**src/hw/rtl/cacb_pkg.sv**
```systemverilog
// shared types, constants and register codes for the clipped alpha color blend core
// no dependencies
`default_nettype none

package cacb_pkg;

  localparam int MAX_CANVAS = 4096;
  localparam int MAX_MASK   = 1024;

  localparam int TargetW = $clog2(MAX_CANVAS);
  localparam int MaskW   = $clog2(MAX_MASK);
  localparam int OffsetW = 13;
  localparam int SizeW   = 13;
  localparam int MaskCfgW = 11;
  localparam int ChanW   = 8;
  localparam int SumW    = 2 * ChanW;
  localparam int CoordW  = OffsetW + 1;
  localparam int CfgDataW = 13;
  localparam int CfgIdxW = 3;
  localparam int Lanes   = 3;

  typedef enum logic [CfgIdxW-1:0] {
    REG_OFFSET_X      = 3'd0,
    REG_OFFSET_Y      = 3'd1,
    REG_MASK_WIDTH    = 3'd2,
    REG_CANVAS_WIDTH  = 3'd3,
    REG_CANVAS_HEIGHT = 3'd4,
    REG_COLOR_BLUE    = 3'd5,
    REG_COLOR_GREEN   = 3'd6,
    REG_COLOR_RED     = 3'd7
  } cfg_reg_t;

  typedef struct packed {
    logic [ChanW-1:0] mask_alpha;
    logic [ChanW-1:0] bg_blue;
    logic [ChanW-1:0] bg_green;
    logic [ChanW-1:0] bg_red;
    logic             mask_end;
  } pixel_t;

  typedef struct packed {
    logic               write_enable;
    logic [TargetW-1:0] target_x;
    logic [TargetW-1:0] target_y;
    logic [ChanW-1:0]   out_blue;
    logic [ChanW-1:0]   out_green;
    logic [ChanW-1:0]   out_red;
  } result_t;

  typedef struct packed {
    logic               in_canvas;
    logic [TargetW-1:0] x;
    logic [TargetW-1:0] y;
  } target_t;

  typedef struct packed {
    logic signed [OffsetW-1:0] offset_x;
    logic signed [OffsetW-1:0] offset_y;
    logic [MaskCfgW-1:0]       mask_width;
    logic [SizeW-1:0]          canvas_width;
    logic [SizeW-1:0]          canvas_height;
  } geom_t;

endpackage

`default_nettype wire

```
**src/hw/rtl/cacb_addr.sv**
```systemverilog
// mask column and row counters and canvas target check
// depends on cacb_pkg
`default_nettype none

module cacb_addr (
  input  wire logic            clk,
  input  wire logic            rst,
  input  wire cacb_pkg::geom_t geom,
  input  wire logic            advance,
  input  wire logic            mask_end,
  output cacb_pkg::target_t    target
);

  logic [cacb_pkg::MaskW-1:0]    column;
  logic [cacb_pkg::MaskW-1:0]    row;
  logic [cacb_pkg::MaskW-1:0]    column_next;
  logic [cacb_pkg::MaskW-1:0]    row_next;
  logic [cacb_pkg::MaskCfgW-1:0] eff_width;
  logic [cacb_pkg::MaskCfgW-1:0] column_inc;
  logic [cacb_pkg::SizeW-1:0]    eff_cw;
  logic [cacb_pkg::SizeW-1:0]    eff_ch;
  logic signed [cacb_pkg::CoordW-1:0] tx;
  logic signed [cacb_pkg::CoordW-1:0] ty;
  logic inside_x;
  logic inside_y;

  always_comb begin
    if (geom.mask_width == '0) begin
      eff_width = cacb_pkg::MaskCfgW'(1);
    end else if (geom.mask_width > cacb_pkg::MaskCfgW'(cacb_pkg::MAX_MASK)) begin
      eff_width = cacb_pkg::MaskCfgW'(cacb_pkg::MAX_MASK);
    end else begin
      eff_width = geom.mask_width;
    end
    eff_cw = (geom.canvas_width > cacb_pkg::SizeW'(cacb_pkg::MAX_CANVAS)) ?
             cacb_pkg::SizeW'(cacb_pkg::MAX_CANVAS) : geom.canvas_width;
    eff_ch = (geom.canvas_height > cacb_pkg::SizeW'(cacb_pkg::MAX_CANVAS)) ?
             cacb_pkg::SizeW'(cacb_pkg::MAX_CANVAS) : geom.canvas_height;

    tx = cacb_pkg::CoordW'(geom.offset_x) + $signed(cacb_pkg::CoordW'(column));
    ty = cacb_pkg::CoordW'(geom.offset_y) + $signed(cacb_pkg::CoordW'(row));
    inside_x = !tx[cacb_pkg::CoordW-1] && (tx[cacb_pkg::CoordW-2:0] < eff_cw);
    inside_y = !ty[cacb_pkg::CoordW-1] && (ty[cacb_pkg::CoordW-2:0] < eff_ch);

    target.in_canvas = inside_x && inside_y;
    target.x         = tx[cacb_pkg::TargetW-1:0];
    target.y         = ty[cacb_pkg::TargetW-1:0];

    column_inc = cacb_pkg::MaskCfgW'(column) + cacb_pkg::MaskCfgW'(1);
    if (mask_end) begin
      column_next = '0;
      row_next    = '0;
    end else if (column_inc >= eff_width) begin
      column_next = '0;
      row_next    = row + cacb_pkg::MaskW'(1);
    end else begin
      column_next = column_inc[cacb_pkg::MaskW-1:0];
      row_next    = row;
    end
  end

  always_ff @(posedge clk) begin
    if (rst) begin
      column <= '0;
      row    <= '0;
    end else if (advance) begin
      column <= column_next;
      row    <= row_next;
    end
  end

endmodule

`default_nettype wire

```
**src/hw/rtl/cacb_lane.sv**
```systemverilog
// one color channel: weighted sum register and exact divide by 255
// depends on cacb_pkg
`default_nettype none

module cacb_lane (
  input  wire logic                       clk,
  input  wire logic                       load,
  input  wire logic [cacb_pkg::ChanW-1:0] color,
  input  wire logic [cacb_pkg::ChanW-1:0] bg,
  input  wire logic [cacb_pkg::ChanW-1:0] alpha,
  output logic      [cacb_pkg::ChanW-1:0] blend
);

  logic [cacb_pkg::SumW-1:0]   sum;
  logic [cacb_pkg::SumW-1:0]   sum_next;
  logic [cacb_pkg::ChanW-1:0]  inv_alpha;
  logic [cacb_pkg::SumW:0]     quot;

  always_comb begin
    inv_alpha = ~alpha;
    sum_next  = cacb_pkg::SumW'(color * alpha) + cacb_pkg::SumW'(bg * inv_alpha);
    // floor(x / 255) for x up to 255 * 255
    quot  = (cacb_pkg::SumW+1)'(sum) + (cacb_pkg::SumW+1)'(sum >> cacb_pkg::ChanW)
            + (cacb_pkg::SumW+1)'(1);
    blend = quot[cacb_pkg::SumW-1:cacb_pkg::ChanW];
  end

  always_ff @(posedge clk) begin
    if (load) begin
      sum <= sum_next;
    end
  end

endmodule

`default_nettype wire

```
**src/hw/rtl/clipped_alpha_color_blend_core.sv**
```systemverilog
// Blends a solid color over a streamed background through a coverage mask, one pixel per
// transfer in mask raster order. A new pixel is taken every clock unless stalled; each
// result passes through an input/target register, one multiply-add register per color
// lane, and the output register that merges the lanes. Stall on the result side holds the
// pipeline and back-pressures the pixel side. Registers load from cfg_write directly.
// depends on cacb_pkg, cacb_addr, cacb_lane
`default_nettype none

module clipped_alpha_color_blend_core (
  input  wire logic                          clk,
  input  wire logic                          rst,
  input  wire logic                          cfg_write,
  input  wire logic [cacb_pkg::CfgIdxW-1:0]  cfg_index,
  input  wire logic [cacb_pkg::CfgDataW-1:0] cfg_data,
  input  wire logic                          pixel_valid,
  output logic                               pixel_stall,
  input  wire cacb_pkg::pixel_t              pixel,
  output logic                               result_valid,
  input  wire logic                          result_stall,
  output cacb_pkg::result_t                  result
);

  localparam int ChanW   = cacb_pkg::ChanW;
  localparam int TargetW = cacb_pkg::TargetW;
  localparam int Lanes   = cacb_pkg::Lanes;

  cacb_pkg::geom_t geom;
  logic [Lanes-1:0][ChanW-1:0] color;

  cacb_pkg::target_t target;
  logic accept;
  logic out_ready;
  logic s2_ready;
  logic s1_ready;

  logic                        s1_valid;
  logic                        s1_we;
  logic [TargetW-1:0]          s1_x;
  logic [TargetW-1:0]          s1_y;
  logic [ChanW-1:0]            s1_alpha;
  logic [Lanes-1:0][ChanW-1:0] s1_bg;

  logic                        s2_valid;
  logic                        s2_we;
  logic [TargetW-1:0]          s2_x;
  logic [TargetW-1:0]          s2_y;
  logic [Lanes-1:0][ChanW-1:0] s2_bg;
  logic [Lanes-1:0][ChanW-1:0] blend;

  cacb_pkg::result_t result_next;

  always_ff @(posedge clk) begin
    if (rst) begin
      geom.offset_x      <= '0;
      geom.offset_y      <= '0;
      geom.mask_width    <= cacb_pkg::MaskCfgW'(1);
      geom.canvas_width  <= cacb_pkg::SizeW'(cacb_pkg::MAX_CANVAS);
      geom.canvas_height <= cacb_pkg::SizeW'(cacb_pkg::MAX_CANVAS);
      color              <= '0;
    end else if (cfg_write) begin
      case (cacb_pkg::cfg_reg_t'(cfg_index))
        cacb_pkg::REG_OFFSET_X:      geom.offset_x <= cfg_data[cacb_pkg::OffsetW-1:0];
        cacb_pkg::REG_OFFSET_Y:      geom.offset_y <= cfg_data[cacb_pkg::OffsetW-1:0];
        cacb_pkg::REG_MASK_WIDTH:    geom.mask_width <= cfg_data[cacb_pkg::MaskCfgW-1:0];
        cacb_pkg::REG_CANVAS_WIDTH:  geom.canvas_width <= cfg_data[cacb_pkg::SizeW-1:0];
        cacb_pkg::REG_CANVAS_HEIGHT: geom.canvas_height <= cfg_data[cacb_pkg::SizeW-1:0];
        cacb_pkg::REG_COLOR_BLUE:    color[0] <= cfg_data[ChanW-1:0];
        cacb_pkg::REG_COLOR_GREEN:   color[1] <= cfg_data[ChanW-1:0];
        cacb_pkg::REG_COLOR_RED:     color[2] <= cfg_data[ChanW-1:0];
        default: ;
      endcase
    end
  end

  // pipeline flow control
  always_comb begin
    out_ready   = !result_valid || !result_stall;
    s2_ready    = !s2_valid || out_ready;
    s1_ready    = !s1_valid || s2_ready;
    pixel_stall = !s1_ready;
    accept      = pixel_valid && s1_ready;
  end

  cacb_addr u_addr (
    .clk      (clk),
    .rst      (rst),
    .geom     (geom),
    .advance  (accept),
    .mask_end (pixel.mask_end),
    .target   (target)
  );

  always_ff @(posedge clk) begin
    if (rst) begin
      s1_valid <= 1'b0;
    end else if (s1_ready) begin
      s1_valid <= pixel_valid;
    end
    if (s1_ready) begin
      s1_we    <= target.in_canvas && (pixel.mask_alpha != '0);
      s1_x     <= target.x;
      s1_y     <= target.y;
      s1_alpha <= pixel.mask_alpha;
      s1_bg    <= {pixel.bg_red, pixel.bg_green, pixel.bg_blue};
    end
  end

  for (genvar i = 0; i < Lanes; i++) begin : g_lane
    cacb_lane u_lane (
      .clk   (clk),
      .load  (s2_ready),
      .color (color[i]),
      .bg    (s1_bg[i]),
      .alpha (s1_alpha),
      .blend (blend[i])
    );
  end

  always_ff @(posedge clk) begin
    if (rst) begin
      s2_valid <= 1'b0;
    end else if (s2_ready) begin
      s2_valid <= s1_valid;
    end
    if (s2_ready) begin
      s2_we <= s1_we;
      s2_x  <= s1_x;
      s2_y  <= s1_y;
      s2_bg <= s1_bg;
    end
  end

  // merge lanes into the result
  always_comb begin
    result_next.write_enable = s2_we;
    if (s2_we) begin
      result_next.target_x  = s2_x;
      result_next.target_y  = s2_y;
      result_next.out_blue  = blend[0];
      result_next.out_green = blend[1];
      result_next.out_red   = blend[2];
    end else begin
      result_next.target_x  = '0;
      result_next.target_y  = '0;
      result_next.out_blue  = s2_bg[0];
      result_next.out_green = s2_bg[1];
      result_next.out_red   = s2_bg[2];
    end
  end

  always_ff @(posedge clk) begin
    if (rst) begin
      result_valid <= 1'b0;
    end else if (out_ready) begin
      result_valid <= s2_valid;
    end
    if (out_ready) begin
      result <= result_next;
    end
  end

`ifndef SYNTHESIS
  a_idle_target_zero: assert property (@(posedge clk) disable iff (rst)
    result_valid && !result.write_enable |-> result.target_x == '0 && result.target_y == '0)
    else $error("unwritten result carries a nonzero target");

  a_stall_only_full: assert property (@(posedge clk) disable iff (rst)
    pixel_stall |-> s1_valid && s2_valid && result_valid && result_stall)
    else $error("pixel side stalled with room in the pipeline");

  a_write_in_canvas: assert property (@(posedge clk) disable iff (rst)
    result_valid && result.write_enable |->
      {1'b0, result.target_x} < geom.canvas_width &&
      {1'b0, result.target_y} < geom.canvas_height)
    else $error("write target outside canvas");

  a_reset_empty: assert property (@(posedge clk)
    !rst && $past(rst) |-> !result_valid && !s1_valid && !s2_valid)
    else $error("pipeline not empty after reset");
`endif

endmodule

`default_nettype wire
```
**config.mk**
```make
export PLATFORM = sky130hd
export DESIGN_NAME = clipped_alpha_color_blend_core
export DESIGN_NICKNAME = d
export VERILOG_FILES = /design/src/hw/rtl/cacb_pkg.sv /design/src/hw/rtl/cacb_addr.sv /design/src/hw/rtl/cacb_lane.sv /design/src/hw/rtl/clipped_alpha_color_blend_core.sv
export SDC_FILE = /design/constraint.sdc
export NUM_CORES = 1
export LEC_CHECK = 0
export BUFFER_PORTS_ARGS = -buffer_cell sky130_fd_sc_hd__buf_2
export CAP_MARGIN = 10
export CORE_UTILIZATION = 42
export CTS_CLUSTER_SIZE = 25
export DETAILED_ROUTE_END_ITERATION = 6
export PLACE_DENSITY = 0.55
export SETUP_SLACK_MARGIN = 0.05
export SYNTH_ARGS = -nofsm -noshare
export SYNTH_HDL_FRONTEND = slang
export SYNTH_HIERARCHICAL = 1
export SYNTH_SLANG_ARGS = --single-unit
export TNS_END_PERCENT = 20
```
**constraint.sdc**
```tcl
create_clock -name clk -period 6.9 [get_ports clk]
set_input_delay 0.69 -clock clk [delete_from_list [all_inputs] [get_ports clk]]
set_output_delay 0.69 -clock clk [all_outputs]
set_load 0.05 [all_outputs]
```
==> PnR_summary.wiki <==
{| class="wikitable"
! Metric !! Value
|-
| Library cell with the largest summed area after synthesis || sky130_fd_sc_hd__edfxtp_1
|-
| Detailed-routing iteration count for the pre-antenna-repair pass || 5
|-
| Final Net Count || 3298
|-
| Clock network fraction of design power || 25.4%
|-
| Vias in the first global route || 19257
|-
| Clock edge transition at the registers on the reported setup and hold paths || 0.06 ns
|-
| Critical Setup Path Class || reg2reg
|-
| Req. time, crit path || 7.21 ns
|-
| Number of remaining DRC errors || 0
|-
| Number of sinks on the clock net || 313
|-
| Most used flip-flop cell after synthesis || sky130_fd_sc_hd__edfxtp_1
|-
| Antenna cells || 0
|-
| Gate power share || 43.1%
|-
| CTS tree || yes
|-
| Global-route usage over all layers || 20.2%
|-
| Pin slew with the least headroom to its limit || 1.06 ns
|-
| Multi-input gate area in the final layout || 17100 µm²
|-
| ANT nets after route || 0
|-
| Reg-to-Reg Start || s1_alpha[2]$_DFFE_PP_
|-
| Clock network latency to the later pin of the worst-skew pair || 0.57 ns
|-
| H-tree levels || 2
|-
| Number of top-level pins || 105
|-
| Overflow left after global routing || 0
|-
| Most frequently used cell type in the post-synthesis netlist || sky130_fd_sc_hd__inv_1
|-
| Largest cells by area after synthesis || sky130_fd_sc_hd__edfxtp_1, sky130_fd_sc_hd__fa_1, sky130_fd_sc_hd__ha_1
|-
| Area of the mapped netlist || 27400 µm²
|-
| Proportion of layout cells with a drive suffix above 1 || 9.38%
|-
| Number of buffers and inverters on the critical path || 5
|-
| Sort of element at the start of the critical path || register
|-
| CP dominant cell by count || sky130_fd_sc_hd__fa_1
|-
| Synthesized instance count || 2592
|-
| Post-synth top area share || 22.3%
|-
| Number of flops mapped to enable cells by yosys || 203
|-
| Total nets after synthesis || 3200
|-
| Combined flip-flop and latch cell area || 8300 µm²
|-
| Width of the die || 257 µm
|-
| Synth Area in Compound Gates || 5.73%
|-
| Worst Clk Skew || 0.0238 ns
|-
| Post-synthesis sequential element count || 313
|-
| Detail Placement HPWL || 48400 µm
|-
| IR Drop Worst-Case VDD || 0.161 mV
|-
| DR vias/cell || 5.06
|-
| Final-report setup violation count || 0
|-
| Post-synthesis area per instance || 10.6 µm²
|-
| Floorplan die height || 257 µm
|-
| Dominant combinational cell family by area after synthesis || adder cells
|-
| Share of the clock period used by the worst path after layout || 92.2%
|-
| Portion of netlist area occupied by mux cells || 4.41%
|-
| Worst max-slew margin expressed relative to the limit || 29.5%
|-
| Die outline area || 66200 µm²
|-
| Crit path max-delay family || adder cells
|-
| Worst path cell trace || buf_4 -> nor2b_1 -> fa_1 -> inv_1 -> fa_1 -> inv_1 -> fa_1 -> fa_1 -> fa_1 -> inv_1 -> fa_1 -> inv_1 -> ha_1 -> or3_2 -> o22a_2 -> a41o_1 -> a21oi_2 -> xnor2_1
|-
| Sequential cell fraction of total power || 31.5%
|-
| Synthesized-area fraction occupied by xor and xnor cells || 3.14%
|-
| Count of unique library cells instantiated by Yosys || 90
|-
| Setup total negative slack || 0 ns
|-
| Min Tclk post-route || 6.36 ns
|-
| Maximum clock insertion buffer count || 3
|-
| Achievable Freq || 157 MHz
|-
| Total count of max-transition violations in the final report || 0
|-
| Antenna violations before repair || 5
|-
| Cts-stage hold buffer count || 0
|-
| Count of port buffers added during placement || 104
|-
| Routability congestion estimate || 0.844
|-
| Power Total || 8.28 mW
|-
| Worst Hold Launch || pixel[24]
|-
| Total power per unit cell area || 275 nW/µm²
|-
| Number of rows in the core area || 93
|-
| Outcome || finished clean
|-
| Adder and majority gate portion of the synthesized area || 33.3%
|-
| Count of instances resized after the clock tree is built || 0
|-
| Global-route wire length before repair || 105000 µm
|-
| Class of the tightest hold or removal check || in2reg
|-
| Sequential-to-total area share from yosys stat || 30.3%
|-
| Total internal power || 5.11 mW
|-
| Max incr delay on CP || 1.00 ns
|-
| Number of buffers added for setup after CTS || 0
|-
| Syn. warnings || 6
|-
| Power dissipated by switching net loads || 3.17 mW
|-
| Layout overhead on the synthesized area || 10.2%
|-
| Sw Share || 38.3%
|-
| Slowest CP cell || sky130_fd_sc_hd__edfxtp_1
|-
| Average wire length per cell after detail routing || 18.2 µm
|-
| Total Wirelength || 65200 µm
|-
| Vias after detailed routing || 18075
|-
| Most frequent cells after synthesis || sky130_fd_sc_hd__inv_1, sky130_fd_sc_hd__fa_1, sky130_fd_sc_hd__ha_1
|-
| Number of DRC markers after the initial detailed-route iteration || 797
|-
| Setup crit start || s1_alpha[2]$_DFFE_PP_
|-
| Final hold violation count || 0
|-
| Buffer type at the clock tree root || sky130_fd_sc_hd__clkbuf_16
|-
| # Max-Cap Violations || 0
|-
| Unrepaired setup endpoints after global routing || no
|-
| Count of fill cells added during filler insertion || 5979
|-
| Simple-Gate Fraction of Synth Area || 15.7%
|-
| Clock buffer count from CTS || 38
|-
| Starting utilization of the core area || 42.5%
|-
| Static power due to leakage || 14.2 nW
|-
| Data arrival time of the worst path || 6.68 ns
|-
| Critical path peak fanout || 27
|-
| Pin count of the biggest net entering global routing || 120
|-
| Async set or reset register ratio after synthesis || 0%
|-
| Standard cell core area || 64300 µm²
|-
| Critical path endpoint category || register
|}
## power groups by stage
stage / Combinational (mW) / Clock (mW) / Sequential, mW
after floorplan: 2.58 / 0 / 2.84
after global placement: 3.53 / 0 / 2.65
after detailed placement: 3.58 / 0 / 2.65
after CTS: 3.61 / 2.16 / 2.62
after global routing: 4.07 / 2.23 / 2.64
final: 3.57 / 2.10 / 2.61
## cell type report
class	count	area share (%)
clock inverters	26	0.913
repair buffers	128	2.37
well taps	855	3.55
flip-flops and latches	313	27.5
multi-input cells	1755	56.6
inverters	454	5.65
clock buffers	44	3.44
## metrics by stage
stage | setup WS (ns) | cell area [µm²] | instances | hold slack, ns | util, %
2_1_floorplan | 1.12 | 27400 | 2592 | 0.400 | -
5_1_grt | 0.310 | 30200 | 3575 | 0.279 | 46.9
6_report | 0.535 | 30200 | 3575 | 0.297 | 46.9
3_3_place_gp | 0.608 | 28800 | 3505 | 0.402 | 44.8
4_1_cts | 0.537 | 30200 | 3575 | 0.267 | 46.9
3_5_place_dp | 0.537 | 28800 | 3505 | 0.407 | 44.8
## state kept, by name, summed over array words and instances (netlist names)
| name | cells |
|---|---|
| geom | 63 |
| result_valid | 1 |
| s1_x | 12 |
| s1_we | 1 |
| s2_valid | 1 |
| s1_bg | 24 |
| s2_x | 12 |
| u_addr/column | 10 |
| s1_y | 12 |
| g_lane.u_lane/sum | 48 |
| s2_we | 1 |
| s2_y | 12 |
| u_addr/row | 10 |
| result | 49 |
| s1_valid | 1 |
| s2_bg | 24 |
| s1_alpha | 8 |
| color | 24 |
## worst paths after layout
kind / to / slack [ns] / cells after the start
max: g_lane[1].u_lane/sum[14]$_DFFE_PP_ / 0.54 / 18
min: s1_bg[7]$_DFFE_PP_ / 0.30 / 1
max reg2reg: g_lane[1].u_lane/sum[14]$_DFFE_PP_ / 0.54 / 18
min reg2reg: s2_x[9]$_DFFE_PP_ / 0.42 / 0
## per-layer routing
layer	part of all wire, %	vias up	global-route usage [%]
li1	-	8582	-
met1	44	9030	26.2
met2	48	362	34.3
met3	4.7	97	3.53
met4	3.1	4	6.20
met5	0.041	-	0
## logic make-up (layout without fill, tap and decap cells)
| logic type | count (synthesis) | after routing |
|---|---|---|
| AOI/OAI and AO/OA | 221 | 221 |
| and+or+nand+nor | 762 | 762 |
| xor gates and xnor gates | 98 | 98 |
| DFF | 313 | 313 |
| adders and majority gates | 554 | 554 |
| buffers and inverters | 524 | 652 |
| muxes | 117 | 117 |
| other | 3 | 3 |
## placed cells by master, fill, tap and decap left out, types with 5 or more instances in the layout
cell type                   count
sky130_fd_sc_hd__dfxtp_1      110
sky130_fd_sc_hd__a211oi_1       8
sky130_fd_sc_hd__o22ai_1        5
sky130_fd_sc_hd__nand4b_1       5
sky130_fd_sc_hd__o21a_1         6
sky130_fd_sc_hd__inv_1        453
sky130_fd_sc_hd__xor2_1        35
sky130_fd_sc_hd__buf_4         23
sky130_fd_sc_hd__nand2_1      139
sky130_fd_sc_hd__or3_1          6
sky130_fd_sc_hd__mux2i_1       89
sky130_fd_sc_hd__nor3b_1        5
sky130_fd_sc_hd__buf_2        104
sky130_fd_sc_hd__nand2b_1     162
sky130_fd_sc_hd__clkinv_2       7
sky130_fd_sc_hd__fa_1         290
sky130_fd_sc_hd__clkinv_1       6
sky130_fd_sc_hd__edfxtp_1     203
sky130_fd_sc_hd__ha_1         264
sky130_fd_sc_hd__nor2_1        63
sky130_fd_sc_hd__nor4_1         6
sky130_fd_sc_hd__a21oi_2        5
sky130_fd_sc_hd__a21o_1        16
sky130_fd_sc_hd__and3_1        14
sky130_fd_sc_hd__mux2_2        28
sky130_fd_sc_hd__o21bai_1       6
sky130_fd_sc_hd__nand4_1       11
sky130_fd_sc_hd__nand3_1       26
sky130_fd_sc_hd__a31oi_1        8
sky130_fd_sc_hd__a21oi_1       59
sky130_fd_sc_hd__xnor2_1       63
sky130_fd_sc_hd__and2_1       145
sky130_fd_sc_hd__nor2b_1      140
sky130_fd_sc_hd__nor3_1        17
sky130_fd_sc_hd__o21ai_0       40
sky130_fd_sc_hd__clkbuf_16     40
Note: power is estimated with default switching activity, not from simulation.
